`src/rtl/mep_pkg.sv`:
```
package mep_pkg;

  // Field and word widths.
  localparam int PIX_W      = 9;
  localparam int COLOR_W    = 8;
  localparam int ITER_W     = 12;
  localparam int Q_W        = 64;
  localparam int Q_FRAC     = 56;
  localparam int SCALE_W    = 63;
  localparam int PROD_W     = 2 * Q_W;
  localparam int CFG_IDX_W  = 2;
  localparam int CFG_DATA_W = 64;

  // Image size as powers of two, so the mapping divide is a plain shift.
  localparam int IMG_W_LOG2 = 9;
  localparam int IMG_H_LOG2 = 9;

  // Configuration register indexes.
  localparam logic [CFG_IDX_W-1:0] CFG_VIEW_SCALE = 2'd0;
  localparam logic [CFG_IDX_W-1:0] CFG_REAL_OFF   = 2'd1;
  localparam logic [CFG_IDX_W-1:0] CFG_IMAG_OFF   = 2'd2;
  localparam logic [CFG_IDX_W-1:0] CFG_MAX_ITER   = 2'd3;

  // Q8.56 constants.
  localparam logic signed [Q_W-1:0] Q_MAX     = 64'sh7FFF_FFFF_FFFF_FFFF;
  localparam logic signed [Q_W-1:0] Q_MIN     = 64'sh8000_0000_0000_0000;
  localparam logic signed [Q_W-1:0] Q_QUARTER = 64'sh0040_0000_0000_0000;
  localparam logic signed [Q_W-1:0] Q_ONE     = 64'sh0100_0000_0000_0000;
  localparam logic signed [Q_W-1:0] Q_NEG_ONE = 64'shFF00_0000_0000_0000;
  localparam logic signed [Q_W-1:0] Q_FOUR    = 64'sh0400_0000_0000_0000;

  // Register reset values: scale 2.0, real offset -0.5, imaginary offset 0.
  localparam logic [SCALE_W-1:0]    VIEW_SCALE_RST = 63'h0200_0000_0000_0000;
  localparam logic signed [Q_W-1:0] REAL_OFF_RST   = 64'shFF80_0000_0000_0000;
  localparam logic signed [Q_W-1:0] IMAG_OFF_RST   = 64'sh0;
  localparam logic [ITER_W-1:0]     MAX_ITER_RST   = 12'd30;

  localparam logic [COLOR_W-1:0] COLOR_MAX = 8'd255;

  typedef struct packed {
    logic [PIX_W-1:0] pixel_x;
    logic [PIX_W-1:0] pixel_y;
  } pixel_in_t;

  typedef struct packed {
    logic [PIX_W-1:0]   out_x;
    logic [PIX_W-1:0]   out_y;
    logic [COLOR_W-1:0] red;
    logic [COLOR_W-1:0] green;
    logic [COLOR_W-1:0] blue;
    logic               escaped;
    logic [ITER_W-1:0]  escape_count;
  } pixel_out_t;

  // Color ramp floor(10*k*255/60) for k = 0..6 steps of ten degrees.
  function automatic logic [COLOR_W-1:0] ramp(input logic [2:0] k);
    logic [COLOR_W-1:0] v;
    case (k)
      3'd0:    v = 8'd0;
      3'd1:    v = 8'd42;
      3'd2:    v = 8'd85;
      3'd3:    v = 8'd127;
      3'd4:    v = 8'd170;
      3'd5:    v = 8'd212;
      default: v = COLOR_MAX;
    endcase
    return v;
  endfunction

endpackage

```
`src/rtl/mep_qmul.sv`:
```
module mep_qmul (
  input  logic                                clk_i,
  input  logic                                rst_ni,
  input  logic                                start_i,
  input  logic signed [mep_pkg::Q_W-1:0]      op_a_i,
  input  logic signed [mep_pkg::Q_W-1:0]      op_b_i,
  output logic                                done_o,
  output logic [mep_pkg::PROD_W-1:0]          prod_o,
  output logic signed [mep_pkg::Q_W-1:0]      res_o
);
  import mep_pkg::*;

  localparam int HALF_W = Q_W / 2;
  localparam logic [2:0] CNT_LAST_PP = 3'd3;
  localparam logic [2:0] CNT_LAST_AC = 3'd4;
  localparam logic [2:0] CNT_FINAL   = 3'd5;

  logic                    busy_q;
  logic [2:0]              cnt_q;
  logic                    done_q;
  logic [Q_W-1:0]          mag_a_q, mag_b_q;
  logic                    neg_q;
  logic [Q_W-1:0]          pp_q;
  logic [1:0]              pp_sh_q;
  logic [PROD_W-1:0]       acc_q;
  logic signed [Q_W-1:0]   res_q;

  logic [HALF_W-1:0]       a_half, b_half;
  logic [Q_W-1:0]          pp_d;
  logic [PROD_W-1:0]       pp_al;
  logic [Q_W-1:0]          m;
  logic                    ovf, frac_nz;
  logic signed [Q_W-1:0]   res_d;

  function automatic logic [Q_W-1:0] mag(input logic signed [Q_W-1:0] v);
    return v[Q_W-1] ? (~v + 1'b1) : v;
  endfunction

  // One 32x32 partial product per cycle; the counter picks the halves.
  assign a_half = cnt_q[0] ? mag_a_q[Q_W-1:HALF_W] : mag_a_q[HALF_W-1:0];
  assign b_half = cnt_q[1] ? mag_b_q[Q_W-1:HALF_W] : mag_b_q[HALF_W-1:0];
  assign pp_d   = {{HALF_W{1'b0}}, a_half} * {{HALF_W{1'b0}}, b_half};

  // Align the registered partial product for the accumulator.
  always_comb begin
    case (pp_sh_q)
      2'd0:    pp_al = {{Q_W{1'b0}}, pp_q};
      2'd1:    pp_al = {{HALF_W{1'b0}}, pp_q, {HALF_W{1'b0}}};
      default: pp_al = {pp_q, {Q_W{1'b0}}};
    endcase
  end

  // Scale back by the fraction bits, round toward minus infinity, saturate.
  // For a negative rounded result, -(m+1) is simply ~m.
  assign m       = acc_q[Q_FRAC +: Q_W];
  assign ovf     = |acc_q[PROD_W-1:Q_FRAC+Q_W-1];
  assign frac_nz = |acc_q[Q_FRAC-1:0];

  always_comb begin
    if (ovf) begin
      res_d = neg_q ? Q_MIN : Q_MAX;
    end else if (neg_q) begin
      res_d = frac_nz ? $signed(~m) : -$signed(m);
    end else begin
      res_d = $signed(m);
    end
  end

  // Sequencer of the partial products.
  always_ff @(posedge clk_i or negedge rst_ni) begin
    if (!rst_ni) begin
      busy_q <= 1'b0;
      cnt_q  <= '0;
      done_q <= 1'b0;
    end else begin
      done_q <= busy_q && (cnt_q == CNT_FINAL);
      if (start_i) begin
        busy_q <= 1'b1;
        cnt_q  <= '0;
      end else if (busy_q) begin
        cnt_q <= cnt_q + 3'd1;
        if (cnt_q == CNT_FINAL) begin
          busy_q <= 1'b0;
        end
      end
    end
  end

  // Operand, product and accumulator registers.
  always_ff @(posedge clk_i) begin
    if (start_i) begin
      mag_a_q <= mag(op_a_i);
      mag_b_q <= mag(op_b_i);
      neg_q   <= op_a_i[Q_W-1] ^ op_b_i[Q_W-1];
      acc_q   <= '0;
    end else if (busy_q) begin
      if (cnt_q <= CNT_LAST_PP) begin
        pp_q    <= pp_d;
        pp_sh_q <= 2'(cnt_q[0]) + 2'(cnt_q[1]);
      end
      if (cnt_q != 3'd0 && cnt_q <= CNT_LAST_AC) begin
        acc_q <= acc_q + pp_al;
      end
      if (cnt_q == CNT_FINAL) begin
        res_q <= res_d;
      end
    end
  end

  assign done_o = done_q;
  assign prod_o = acc_q;
  assign res_o  = res_q;

endmodule

```
`config.mk`:
```
export PLATFORM = sky130hd
export DESIGN_NAME = mep_qmul
export DESIGN_NICKNAME = d
export VERILOG_FILES = /design/src/rtl/mep_pkg.sv /design/src/rtl/mep_qmul.sv
export SDC_FILE = /design/constraint.sdc
export NUM_CORES = 2
export LEC_CHECK = 0
export ABC_AREA = 0
export CAP_MARGIN = 30
export CORE_MARGIN = 8
export CORE_UTILIZATION = 30
export DETAILED_ROUTE_END_ITERATION = 12
export DONT_BUFFER_PORTS = 1
export GPL_TIMING_DRIVEN = 1
export PLACE_DENSITY_LB_ADDON = 0.12
export SYNTH_ARGS = -nofsm -noshare
export SYNTH_HDL_FRONTEND = slang
export SYNTH_SLANG_ARGS = --single-unit
```
`constraint.sdc`:
```
create_clock -name clk_i -period 12.27 [get_ports clk_i]
set_input_delay 0.6135 -clock clk_i [delete_from_list [all_inputs] [get_ports clk_i]]
set_output_delay 0.6135 -clock clk_i [all_outputs]
set_load 0.05 [all_outputs]
```
## Word level (Yosys, flattened, before mapping)

Cells that the tools add are included.

- Register bits after elaboration: 392
- Input bits: 131
- Output and inout port bits: 193
- Logic and storage cells: 52

- Add/subtract/negate cells: 6
- $mul: 1
- Order comparisons: 2
- Equality and inequality tests: 2
- Muxes and demuxes: 14
- Bitwise operators: 5
- Reduce and logical (&&, ||, !) cells: 10

Operators with widths:

| operator | count |
|---|---|
| 64-bit two-way mux | 4 |
| 128-bit case mux with 2 select lines | 1 |
| 64-bit NOT | 3 |
| 128-bit adder | 1 |
| 64-bit by 1-bit adder with 64-bit output (second input constant) | 2 |
| 63-bit two-way mux | 2 |
| 32-bit by 32-bit multiplier with 64-bit output | 1 |
| 32-bit two-way mux | 2 |
| 64-bit negator | 1 |
| 56-bit OR reduction | 1 |
| 9-bit OR reduction | 1 |
| 3-bit two-way mux | 2 |
| 3-bit AND reduction | 2 |
| 3-bit by 1-bit adder with 3-bit output (second input constant) | 1 |
| 3-bit equality test (second input constant) | 1 |
| 3-bit by 2-bit <= comparator with 1-bit output (second input constant) | 1 |
| 3-bit <= comparator (second input constant) | 1 |
| 1-bit two-way mux | 3 |
| 3-bit nonzero test | 1 |
| 1-bit by 1-bit adder with 2-bit output | 1 |
| 2-bit by 1-bit equality test with 1-bit output (second input constant) | 1 |
| 1-bit logical AND | 2 |
| 2-bit zero test | 1 |
| 2-bit AND reduction | 1 |
| 3 further kinds | 3 |

## Longest topological paths before layout

- Word-level depth: 4
- Gate-level depth with buffers: 34
- Mapped depth without buffers: 30

## Least setup slack after synthesis

No wires, ideal clock.

- Kind: register -> register
- Start: reg cnt_q[0]
- End: reg pp_q[60] (data pin)
- Library setup time: 0.264 ns
- Data arrival time: 8.681 ns
- Required time: 12.006 ns
- Setup slack: 3.325 ns
- Cell stages (with the launch flop): 33
- Path buffers: 4
- Period minus slack after synthesis: 8.945 ns
- Path through: dfrtp_1 > clkbuf_1 > buf_1 > buf_1 > mux2i_1 > clkbuf_1 > nor2_1 > fa_1 > inv_1 > fa_1 > fa_1 > fa_1 > inv_1 > fa_1 > inv_1 > fa_1 > inv_1 > fa_1 > inv_1 > fa_1 > inv_1 > ha_1 > nand2_1 > o21ai_0 > a21o_1 > a21o_1 > a31oi_1 > a21bo_2 > a311oi_1 > o21ai_0 > a21oi_1 > o22ai_1 > xor2_1

- Cells in the longest elaborated chain, start to end: 2

Ends and longest elaborated chain:

| element | RTL line | text |
|---|---|---|
| start: declaration | mep_qmul.sv:19 | `logic [2:0] cnt_q;` |
| start signal: assignment | mep_qmul.sv:81 | `cnt_q <= cnt_q + 3'd1;` |
| 32-bit two-way mux | mep_qmul.sv:40 | `assign a_half = cnt_q[0] ? mag_a_q[Q_W-1:HALF_W] : mag_a_q[HALF_W-1:0];` |
| 32-bit by 32-bit multiplier with 64-bit output | mep_qmul.sv:42 | `assign pp_d = {{HALF_W{1'b0}}, a_half} * {{HALF_W{1'b0}}, b_half};` |
| net pp_d[60] | mep_qmul.sv:29 | `logic [Q_W-1:0] pp_d;` |
| end signal: assignment | mep_qmul.sv:98 | `pp_q <= pp_d;` |
| end: declaration | mep_qmul.sv:23 | `logic [Q_W-1:0] pp_q;` |

The timed path passes the listed nets, and every way through them passes these cells.
A chain may end at the register's enable or synchronous reset.

## Worst setup path after layout

- Start: reg cnt_q[0]
- End: reg pp_q[55] (data pin)

Same word-level chain as after synthesis.

==> out/metrics.cfg <==
[sta]
finalSetupTns_ns=0
min_period_ns=10.10
fin_crit_sh=0.823
worst_pin_slew_ns=1.73
finalHoldViolCount=0
rsz0062_at_grt=false
setup_viol=0
final.setup_skew_ns=0.0470
max_freq_ghz=0.0990
drv_slew=66
slew_headroom=-0.150

[global_routing]
antenna_found_initial=4
grt_pass1_wl_um=354000
gr-total-overflow=0
grt_pass1_vias=50900
grt_usage=0.222
grt_max_degree=214

[die]
start_util=0.302
die_x_um=462
fp.coreArea_mm2=0.197
ios=324
dieArea_mm2=0.213
die_h_um=462
num_rows=163

[run_status]
outcome=complete, but fails checks
failed_checks=max-slew violations

[logic_synthesis]
synth.top_cell.area_share=0.301
synth_flop_cell=edfxtp_1
synth.distinct_cells=78
yosysWarnings=0
synth_area_leaders=fa_1 30%, edfxtp_1 13%, ha_1 8.3%, nand2_1 5.9%, inv_1 5.8%
yosys.area.top_type=fa_1
synth_fp_nets=8314
netlist_instances=6889
synthesis.area_mm2=0.0596
syn_avg_cell_area_um2=8.66
ys_ff_latch=392
synth-edff-count=259
async_flop_share=0.0128
ys_seq_area_frac=0.175

[clocking]
ctsHoldBuffers=3
cts-htree-levels=2
clock_sinks=392
clk_latency_ns=0.71
cts_tree=built
root_buffer=clkbuf_16
cts.repair.resized=0
cts_max_path_buffers=3
cts_buffers=54
path_clk_slew_ns=0.08
cts_setup_buffers=0

[drt]
drt-vias-per-instance=5.24
drc_errors=0
wirelength_um=244000
dr.pass1.iters=7
initialDrtViolationCount=3743
postRouteAntennaNets=0
vias=49300
wl_per_cell_um=25.9

[placed_design]
hpwl_um=196000
gp_congestion=0.916
port_buffers=0

[layout]
syn2layout_area_growth_pct=8.71
n_fill_cell=20900
nets=8152
layout-drive-gt1-share=0.0537

[worst_setup_path]
start_kind=register
critical_path_class=reg -> reg
cp.arrival_ns=10.54
required_ns=12.71
endpoint_kind=register
cp_max_fo=36

[worst_hold_path]
hp-class=in -> reg

[job]
max_cap_viol_count=0

## metal layers
| metal | wire length [µm] | up-vias | track usage |
|---|---|---|---|
| met5 | 0 | - | 0 |
| met4 | 8330 | 0 | 0.0663 |
| met3 | 15300 | 331 | 0.0376 |
| met2 | 113000 | 1643 | 0.368 |
| met1 | 107000 | 25100 | 0.298 |
| li1 | - | 22200 | - |
## worst paths after layout
| path | cells past startpoint | slack (ns) | from | endpoint |
|---|---|---|---|---|
| worst max-delay path | 24 | 2.17 | cnt_q[0]$_DFFE_PN0P_ | pp_q[55]$_DFFE_PP_ |
| worst min-delay path | 1 | 0.11 | op_b_i[62] | mag_b_q[62]$_DFFE_PP_ |
| worst max register to register | 24 | 2.17 | cnt_q[0]$_DFFE_PN0P_ | pp_q[55]$_DFFE_PP_ |
| worst min register to register | 3 | 0.68 | prod_o[126]$_SDFFE_PP0P_ | prod_o[126]$_SDFFE_PP0P_ |
| max in group asynchronous | 1 | 11.06 | rst_ni | cnt_q[1]$_DFFE_PN0P_ |
| min in group asynchronous | 1 | 0.50 | rst_ni | done_o$_DFF_PN0_ |
## worst max-delay path: stages (launching register included)
cell and delay, ns:
dfrtp_4 0.84, buf_4 0.42, mux2i_1 0.84, buf_4 0.34
nor2_1 0.09, fa_1 0.54, inv_1 0.06, fa_1 0.52
fa_1 0.51, fa_1 0.53, inv_1 0.06, fa_1 0.56
fa_1 0.45, fa_1 0.60, ha_1 0.28, ha_1 0.42
a21oi_1 0.41, o21ai_0 0.30, a21o_1 0.23, a211oi_1 0.28
o41ai_1 0.26, a221oi_1 0.46, o21ai_0 0.29, a221oi_1 0.36
xnor2_1 0.11
## cells in the mapped netlist (62+ instances only)
cell type	n
o31ai_1	65
nand3_1	66
ha_1	397
nand4_1	79
xnor2_1	234
clkbuf_1	323
mux2_2	62
nor2_1	837
and2_1	81
dfxtp_1	128
a21oi_1	364
mux2i_1	96
xor2_1	85
o21ai_0	317
nand2_1	945
edfxtp_1	259
inv_1	917
a21o_1	92
fa_1	897
## kinds of logic (layout without fill, tap and decap cells)
logic type               after synthesis  after routing  share of synthesized area
AO/OA/AOI/OAI                       1133           1133                      0.117
XOR/XNOR                             319            319                     0.0468
AND/OR/NAND/NOR                     2325           2325                      0.169
other                                  0              2                          0
multiplexers                         158            158                     0.0278
adder cells (fa/ha/maj)             1294           1294                      0.384
buffers and inverters               1268           1152                     0.0798
flip-flops                           392            392                      0.175
## final cells by class
| type | instances | area (µm²) | area share |
|---|---|---|---|
| timing repair buffer | 133 | 1070 | 0.0165 |
| clock inverter | 28 | 317 | 0.00488 |
| inverter | 917 | 3440 | 0.0531 |
| multi-input combinational | 5229 | 44700 | 0.689 |
| antenna | 2 | 5.00 | 0.0000772 |
| clock buffer | 74 | 1550 | 0.0239 |
| sequential | 392 | 10500 | 0.162 |
| tap | 2640 | 3300 | 0.0510 |
## sequential cells by signal (all words and copies together), names as in the netlist
signal / cells
prod_o: 128
mag_a_q: 64
mag_b_q: 64
pp_q: 64
res_o: 64
cnt_q: 3
pp_sh_q: 2
busy_q: 1
done_o: 1
neg_q: 1
## through the flow
step            util  area, µm²  cells  hold WS, ns  setup WS, ns
6_report       0.328      64800   9415        0.110          2.17
5_1_grt        0.328      64800   9414       0.0556          1.71
4_1_cts        0.328      64800   9412       0.0275          2.12
3_5_place_dp   0.319      62900   9307        0.319          2.12
3_3_place_gp   0.318      62800   9302        0.318          2.30
2_1_floorplan      -      59600   6889        0.318          3.33
## layout by cell type, fill, tap and decap left out, types with 35 or more instances in the layout
cell and count:
nor4_1 50, a21oi_1 364, xnor2_1 234, or3_1 52
and2_1 80, edfxtp_1 259, mux2i_1 51, nor3_1 60
nand3_1 66, fa_1 897, mux2_2 62, ha_1 397
inv_1 917, xor2_1 85, o31ai_1 65, mux2i_2 39
dfxtp_1 128, nor2_1 834, a31oi_1 35, buf_4 124
o21ai_0 317, a21o_1 92, nand2_1 944, clkbuf_16 58
nand4_1 79, o21bai_1 50
Power is left out: the tool's default activity adds up to more than one toggle a clock period on the data nets, which glitch-free logic cannot reach.
